`config.mk`:
```
export PLATFORM = sky130hd
export DESIGN_NAME = lru_key_value_cache_unit
export DESIGN_NICKNAME = d
export VERILOG_FILES = /design/src/sv/lkvc_pkg.sv /design/src/sv/lru_key_value_cache_unit.sv
export SDC_FILE = /design/constraint.sdc
export NUM_CORES = 2
export LEC_CHECK = 0
export BUFFER_PORTS_ARGS = -buffer_cell sky130_fd_sc_hd__buf_2
export CAP_MARGIN = 15
export CORE_AREA = 3 3 618 313
export CTS_BUF_LIST = sky130_fd_sc_hd__clkbuf_4 sky130_fd_sc_hd__clkbuf_8 sky130_fd_sc_hd__clkbuf_16
export DETAILED_ROUTE_END_ITERATION = 8
export DIE_AREA = 0 0 621 316
export PLACE_DENSITY_LB_ADDON = 0.3
export SLEW_MARGIN = 0
export SYNTH_ARGS = -nofsm -noshare
export SYNTH_HDL_FRONTEND = slang
export SYNTH_SLANG_ARGS = --single-unit
```
`constraint.sdc`:
```
create_clock -name clk -period 5.4 [get_ports clk]
set_input_delay 0.54 -clock clk [delete_from_list [all_inputs] [get_ports clk]]
set_output_delay 0.54 -clock clk [all_outputs]
set_load 0.005 [all_outputs]
```
`src/sv/lkvc_pkg.sv`:
```
`timescale 1ns / 1ps
`default_nettype none
// ----------------------------------------------------------------------------
// lkvc_pkg
// Types and constants shared by the LRU key/value cache.
// ----------------------------------------------------------------------------
package lkvc_pkg;

    localparam int KEY_W = 32;
    localparam int VAL_W = 32;
    localparam int CAP_W = 5;

    localparam logic [CAP_W-1:0] CAP_RESET = 5'd16;

    localparam logic KIND_GET = 1'b0;
    localparam logic KIND_PUT = 1'b1;

    typedef struct packed {
        logic                    kind;
        logic signed [KEY_W-1:0] key;
        logic signed [VAL_W-1:0] value;
    } request_t;

    typedef struct packed {
        logic                    hit;
        logic signed [VAL_W-1:0] read_value;
        logic                    evicted;
        logic signed [KEY_W-1:0] evicted_key;
    } response_t;

endpackage : lkvc_pkg
`default_nettype wire

```
`src/sv/lru_key_value_cache_unit.sv`:
```
`timescale 1ns / 1ps
`default_nettype none
// ----------------------------------------------------------------------------
// lru_key_value_cache_unit
// Fully associative key/value store with least-recently-used replacement.
// ----------------------------------------------------------------------------
// A request runs through the key scan, the last compare and the update before
// the done strobe; a new start may be taken in the cycle of done.
// A new request is not taken until the last one is done: the key scan reads the
// key memory one entry per cycle, then the last compare, the update and the idle
// cycle that holds done follow.
// The receiver cannot stall: done is high for a single cycle.
// Reset clears valid marks, age ranks and occupancy and sets capacity to 16;
// key and value memories are not cleared and need no clearing pass.
// ----------------------------------------------------------------------------
module lru_key_value_cache_unit
    import lkvc_pkg::*;
#(
    parameter int ENTRIES = 16
)
(
    input  wire logic             clk,
    input  wire logic             rst_n,
    // request channel
    input  wire logic             start,
    output logic                  busy,
    input  wire request_t         request,
    // result channel
    output logic                  done,
    output response_t             response,
    // capacity register
    input  wire logic             cfg_we,
    input  wire logic [CAP_W-1:0] cfg_wdata
);

    // Index, rank and occupancy widths follow from the depth.
    localparam int IDX_W  = (ENTRIES > 1) ? $clog2(ENTRIES) : 1;
    localparam int RANK_W = IDX_W;
    localparam int OCC_W  = $clog2(ENTRIES + 1);
    localparam int CMP_W  = (OCC_W > CAP_W) ? OCC_W : CAP_W;

    localparam logic [IDX_W-1:0] LAST_IDX    = IDX_W'(ENTRIES - 1);
    localparam logic [CMP_W-1:0] CAP_MAX     = CMP_W'(ENTRIES);
    localparam logic [CMP_W-1:0] CAP_MIN     = CMP_W'(1);

    typedef enum logic [1:0] {
        ST_IDLE,
        ST_SCAN,    // issue key/value reads, one entry per cycle
        ST_LAST,    // compare the final entry
        ST_UPDATE   // write back, reorder ranks, present the result
    } state_t;

    // ------------------------------------------------------------------------
    // State
    // ------------------------------------------------------------------------
    state_t                  state_reg, state_next;
    request_t                req_reg;
    logic [CAP_W-1:0]        capacity_reg;
    logic [OCC_W-1:0]        occ_reg, occ_next;
    logic                    valid_reg [ENTRIES];
    logic [RANK_W-1:0]       rank_reg  [ENTRIES];

    // Key and value memories: one read and one write port each.
    logic [KEY_W-1:0]        key_mem   [ENTRIES];
    logic [VAL_W-1:0]        val_mem   [ENTRIES];

    // Scan pipeline: read address, then the compare stage on the registered read data.
    logic [IDX_W-1:0]        addr_reg;
    logic                    cmp_vld_reg;
    logic [IDX_W-1:0]        cmp_idx_reg;
    logic [KEY_W-1:0]        key_rd_reg;
    logic [VAL_W-1:0]        val_rd_reg;

    // Scan results
    logic                    found_reg;
    logic [IDX_W-1:0]        slot_reg;
    logic [RANK_W-1:0]       hit_rank_reg;
    logic [VAL_W-1:0]        hit_val_reg;
    logic                    any_reg;
    logic [IDX_W-1:0]        best_reg;
    logic [RANK_W-1:0]       best_rank_reg;
    logic [KEY_W-1:0]        best_key_reg;
    logic                    free_any_reg;
    logic [IDX_W-1:0]        free_idx_reg;

    // Registered outputs
    logic                    done_reg;
    response_t               rsp_reg, rsp_next;

    // ------------------------------------------------------------------------
    // Compare stage decode
    // ------------------------------------------------------------------------
    logic                    ent_valid;
    logic [RANK_W-1:0]       ent_rank;
    logic                    ent_match;
    logic                    ent_older;

    assign ent_valid = valid_reg[cmp_idx_reg];
    assign ent_rank  = rank_reg[cmp_idx_reg];
    assign ent_match = ent_valid && (key_rd_reg == req_reg.key);
    assign ent_older = ent_valid && (!any_reg || (ent_rank > best_rank_reg));

    // ------------------------------------------------------------------------
    // Update decisions
    // ------------------------------------------------------------------------
    logic [CMP_W-1:0]        cap_eff;
    logic                    is_put;
    logic                    do_touch;
    logic                    do_ev;
    logic                    do_ins;
    logic [IDX_W-1:0]        ins_slot;
    logic                    key_we;
    logic                    val_we;
    logic [IDX_W-1:0]        val_waddr;

    always_comb
    begin
        // zero means one, anything above the depth saturates
        cap_eff = CMP_W'(capacity_reg);
        if (cap_eff == '0)
            cap_eff = CAP_MIN;
        else if (cap_eff > CAP_MAX)
            cap_eff = CAP_MAX;

        is_put   = (req_reg.kind == KIND_PUT);
        do_touch = found_reg;
        do_ev    = !found_reg && is_put && any_reg && (CMP_W'(occ_reg) >= cap_eff);
        do_ins   = !found_reg && is_put && (free_any_reg || do_ev);

        // lowest free slot once the victim has been dropped
        if (do_ev && !(free_any_reg && (free_idx_reg < best_reg)))
            ins_slot = best_reg;
        else
            ins_slot = free_idx_reg;

        key_we    = (state_reg == ST_UPDATE) && do_ins;
        val_we    = (state_reg == ST_UPDATE) && is_put && (found_reg || do_ins);
        val_waddr = found_reg ? slot_reg : ins_slot;

        occ_next = occ_reg;
        if (do_ev && !do_ins)
            occ_next = occ_reg - OCC_W'(1);
        else if (do_ins && !do_ev)
            occ_next = occ_reg + OCC_W'(1);

        rsp_next             = '0;
        rsp_next.hit         = found_reg;
        rsp_next.read_value  = (found_reg && !is_put) ? hit_val_reg : '0;
        rsp_next.evicted     = do_ev;
        rsp_next.evicted_key = do_ev ? best_key_reg : '0;

        state_next = state_reg;
        case (state_reg)
            ST_IDLE:
            begin
                if (start)
                    state_next = ST_SCAN;
            end
            ST_SCAN:
            begin
                if (addr_reg == LAST_IDX)
                    state_next = ST_LAST;
            end
            ST_LAST:
            begin
                state_next = ST_UPDATE;
            end
            ST_UPDATE:
            begin
                state_next = ST_IDLE;
            end
            default:
            begin
                state_next = ST_IDLE;
            end
        endcase
    end

    // ------------------------------------------------------------------------
    // Control state and registered outputs
    // ------------------------------------------------------------------------
    always_ff @(posedge clk or negedge rst_n)
    begin
        if (!rst_n)
        begin
            state_reg    <= ST_IDLE;
            capacity_reg <= CAP_RESET;
            occ_reg      <= '0;
            done_reg     <= 1'b0;
            cmp_vld_reg  <= 1'b0;
            addr_reg     <= '0;
            found_reg    <= 1'b0;
            any_reg      <= 1'b0;
            free_any_reg <= 1'b0;
            for (int i = 0; i < ENTRIES; i++)
            begin
                valid_reg[i] <= 1'b0;
                rank_reg[i]  <= '0;
            end
        end
        else
        begin
            state_reg <= state_next;
            done_reg  <= 1'b0;

            if (cfg_we)
                capacity_reg <= cfg_wdata;

            // compare stage sees each read address in the next cycle
            cmp_vld_reg <= (state_reg == ST_SCAN);
            cmp_idx_reg <= addr_reg;

            if (state_reg == ST_IDLE && start)
            begin
                req_reg      <= request;
                addr_reg     <= '0;
                found_reg    <= 1'b0;
                any_reg      <= 1'b0;
                free_any_reg <= 1'b0;
            end

            if (state_reg == ST_SCAN && addr_reg != LAST_IDX)
                addr_reg <= addr_reg + IDX_W'(1);

            if (cmp_vld_reg)
            begin
                // first matching entry wins
                if (ent_match && !found_reg)
                begin
                    found_reg    <= 1'b1;
                    slot_reg     <= cmp_idx_reg;
                    hit_rank_reg <= ent_rank;
                    hit_val_reg  <= val_rd_reg;
                end
                if (ent_older)
                begin
                    any_reg       <= 1'b1;
                    best_reg      <= cmp_idx_reg;
                    best_rank_reg <= ent_rank;
                    best_key_reg  <= key_rd_reg;
                end
                if (!ent_valid && !free_any_reg)
                begin
                    free_any_reg <= 1'b1;
                    free_idx_reg <= cmp_idx_reg;
                end
            end

            if (state_reg == ST_UPDATE)
            begin
                occ_reg  <= occ_next;
                done_reg <= 1'b1;
                rsp_reg  <= rsp_next;

                for (int i = 0; i < ENTRIES; i++)
                begin
                    if (do_touch)
                    begin
                        // hit: entry goes to the front, newer ones age by one
                        if (IDX_W'(i) == slot_reg)
                            rank_reg[i] <= '0;
                        else if (valid_reg[i] && rank_reg[i] < hit_rank_reg)
                            rank_reg[i] <= rank_reg[i] + RANK_W'(1);
                    end
                    else if (do_ins && IDX_W'(i) == ins_slot)
                    begin
                        valid_reg[i] <= 1'b1;
                        rank_reg[i]  <= '0;
                    end
                    else if (do_ev && IDX_W'(i) == best_reg)
                    begin
                        valid_reg[i] <= 1'b0;
                        rank_reg[i]  <= '0;
                    end
                    else if (do_ins && valid_reg[i])
                    begin
                        rank_reg[i] <= rank_reg[i] + RANK_W'(1);
                    end
                end
            end
        end
    end

    // ------------------------------------------------------------------------
    // Key and value memories
    // ------------------------------------------------------------------------
    always_ff @(posedge clk)
    begin
        if (state_reg == ST_SCAN)
        begin
            key_rd_reg <= key_mem[addr_reg];
            val_rd_reg <= val_mem[addr_reg];
        end
        if (key_we)
            key_mem[ins_slot] <= req_reg.key;
        if (val_we)
            val_mem[val_waddr] <= req_reg.value;
    end

    assign busy     = (state_reg != ST_IDLE);
    assign done     = done_reg;
    assign response = rsp_reg;

endmodule : lru_key_value_cache_unit
`default_nettype wire
```
==> impl_metrics.ini <==
[worst_setup_path]
crit_type = reg -> reg
cp-startpoint = cmp_idx_reg[0]$_DFFE_PP_
reg2reg_from = cmp_idx_reg[0]$_DFFE_PP_
crit_path_max_fanout = 40
cp.depth = 12
path_cells = buf_4, mux4_2, mux4_2, ha_1, nor2b_1, o21ai_0, nand2b_1, a21oi_1, a41o_1, a21oi_1, and2_2, buf_4
cp_slowest_cell = mux4_2
critical_path_arrival_ps = 4520
end_kind = flip-flop
crit_family = multiplexers
crit_buf_inv = 2
ff2ff_path_depth = 12
worstSetupEndpoint = best_key_reg[22]$_DFFE_PP_
worstSetupStartpointType = flip-flop
timing.rr.end = best_key_reg[22]$_DFFE_PP_
rrSetupSlack_ps = 1280
max_stage_delay_ps = 650
required_ps = 5800

[final_layout]
syn2layout_area_growth_pct = 16.7
drive_gt1_share_pct = 19.2
final_cell_mix = edfxtp_1 (1,307), mux2i_1 (266), o21ai_0 (176)
nets = 3666
layout_commonest_cell = edfxtp_1

[grt]
grt_overflow = 0
grt_max_degree = 65
grt_pass1_vias = 30164
antenna_found_initial = 7
grt_pass1_wl_mm = 223
track_usage_pct = 15.5

[power]
vdd.ir_drop.worst_mv = 0.265
power.leakage_nw = 22.2
power_density_nw_per_um2 = 432
power.total_w = 0.0285

[timing]
finalMaxSlewViolations = 0
tightest_slew_ps = 1260
hold_viol = 0
clock.fmax_mhz = 243
fin_crit_sh_pct = 76.3
finalCriticalPeriod_ps = 4120
finalSetupViolCount = 0
rsz0062_at_grt = no
setup_slack_ps = 1280
fin_setup_tns_ps = 0
relSlewSlack_pct = 15.9
fin_skew_ps = 76.3

[synth]
synth_flop_cell = edfxtp_1
async_flop_share_pct = 7.17
netlist_instances = 3202
syn_nets = 3361
yosys.area_share.adder_pct = 1.88
synth-seq-cells = 1408
synth-seq-area-share_pct = 73.9
synth-compound-area-share_pct = 6.81
synth_top_family_by_area = multiplexers
syn_area_um2 = 56500
ys_types = 68
yosys.area_share.simple_pct = 4.22
synth-edff-count = 1307
yosysWarnings = 0
synth_mux_area_share_pct = 11.2
post_synth.cell_area_avg_um2 = 17.7
synth_xor_xnor_area_share_pct = 0.620

[drt]
ant_nets = 0
drt_iter0_drc = 3458
drt_drc_violations_left = 0
routed_wirelength_mm = 154
viasPerCell = 5.08
route.vias.total = 31147
first_pass_iters = 5
wl_per_cell_um = 25.2

[status]
outcome = completed

[clocking]
clock_latency_ps = 800
cts.sinks = 1408
post_cts_buffers = 0
cts-htree-levels = 4
clockRootBuffer = clkbuf_16
cts_tree = done
clkSlewWorstSetupHoldPaths_ps = 70
clk_path_buf_depth = 4
cts_buffers = 140

[hold_path]
min_path_type = in -> reg

[die]
num_rows = 113
ioPinCount = 142
initial_core_util_pct = 29.9
die_area_um2 = 196000
die_w_um = 621
core-area_um2 = 189000
fp.dieH_um = 316

[placement]
pre_cts_ws_ps = 1310
dp_hpwl_mm = 98.9
io_buffers = 141
finalWeightedCongestion = 0.894

[run]
max_cap_viol_count = 0
-- cells by family (layout without fill, tap and decap cells) --
family	count (synthesis)	in the layout
other	0	4
XOR/XNOR	40	40
flip-flops	1408	1408
multiplexers	437	437
AO/OA/AOI/OAI	561	561
AND/OR/NAND/NOR	478	478
adder cells (fa/ha/maj)	85	85
buffers and inverters	193	592
-- worst min path at each step --
stage                                   from                           to  slack, ps  depth (start not counted)
global route                     request[61]        req_reg[61]$_DFFE_PP_         10                          1
finish                          cfg_wdata[4]  capacity_reg[4]$_DFFE_PN1P_         50                          3
floorplan                              rst_n      addr_reg[0]$_DFFE_PN0P_        240                          0
detailed placement  val_rd_reg[15]$_DFFE_PP_    hit_val_reg[15]$_DFFE_PP_        410                          0
global placement     val_rd_reg[4]$_DFFE_PP_     hit_val_reg[4]$_DFFE_PP_        410                          0
CTS                             cfg_wdata[4]  capacity_reg[4]$_DFFE_PN1P_          4                          3
-- power by group --
part | switching [W] | leakage [nW] | internal [W]
clock | 0.00412 | 2.18 | 0.00547
combinational | 0.00306 | 6.83 | 0.00213
sequential | 0.000849 | 13.2 | 0.0128
total | 0.00803 | 22.2 | 0.0204
-- per-stage QoR --
stage,hold WS [ps],instances,utilization (%),area [µm²]
2_1_floorplan,244,3202,-,56500
3_3_place_gp,406,5830,32.3,60900
3_5_place_dp,409,5831,32.3,60900
4_1_cts,3.81,6130,34.9,65900
5_1_grt,14.9,6132,34.9,65900
6_report,54.6,6135,34.9,66000
-- tightest hold or removal path: cells and delay by family --
family                 cells  cell delay [ps]
buffers and inverters      1               80
AO/OA/AOI/OAI              1               80
AND/OR/NAND/NOR            1               50
-- area by class of cell --
type	count	area [µm²]
repair buffers	305	2200
fillers	17813	123000
clock buffers	177	3840
diodes	4	10.0
clock inverters	59	532
multi-input cells	1601	14200
flip-flops and latches	1408	41800
well taps	2530	3170
inverters	51	193
-- routing by layer --
metal	track usage, %	up-vias	part of all wire (%)
met2	19.1	1329	37
met5	0.359	-	0.064
li1	-	13536	-
met1	25.7	16086	51
met3	4.48	194	9.7
met4	3.43	2	1.8
-- what timing repair did --
| item | 4_1_cts | 5_1_grt |
|---|---|---|
| hold buffers | 63 | 0 |
| gates resized for setup | 0 | 0 |
| endpoints found under the hold margin | 82 | 0 |
-- synthesized netlist by cell type, types with 3 or more instances --
| cell | number | share of area, % |
|---|---|---|
| mux4_2 | 153 | 6.1 |
| a31oi_1 | 20 | 0.22 |
| nand4b_1 | 11 | 0.17 |
| clkbuf_1 | 96 | 0.64 |
| o21ai_0 | 176 | 1.6 |
| and3_1 | 42 | 0.46 |
| o21ai_1 | 7 | 0.062 |
| a21oi_1 | 63 | 0.56 |
| a21oi_2 | 5 | 0.077 |
| nand3_1 | 36 | 0.32 |
| a22oi_1 | 67 | 0.89 |
| nor3_1 | 22 | 0.19 |
| inv_1 | 50 | 0.33 |
| o21a_1 | 9 | 0.12 |
| nand2_1 | 133 | 0.88 |
| nor2_1 | 104 | 0.69 |
| a22oi_2 | 3 | 0.066 |
| ha_1 | 85 | 1.9 |
| nor4_1 | 8 | 0.089 |
| a21o_1 | 26 | 0.35 |
| mux2i_1 | 266 | 4.7 |
| edfxtp_1 | 1307 | 69 |
| nand4_1 | 5 | 0.055 |
| mux2_2 | 14 | 0.28 |
| dfrtp_1 | 100 | 4.4 |
| xor2_1 | 32 | 0.50 |
| o31ai_1 | 6 | 0.080 |
| and2_1 | 45 | 0.50 |
| nor3b_1 | 14 | 0.19 |
| xnor2_1 | 8 | 0.12 |
| nand2b_1 | 35 | 0.39 |
| buf_2 | 12 | 0.11 |
| nor2b_1 | 15 | 0.17 |
| a22o_1 | 16 | 0.25 |
| buf_1 | 32 | 0.21 |
| a221oi_1 | 129 | 2.0 |
| mux2_4 | 3 | 0.080 |
| o221ai_1 | 9 | 0.14 |
No activity file was read; power rests on OpenSTA's default activity.
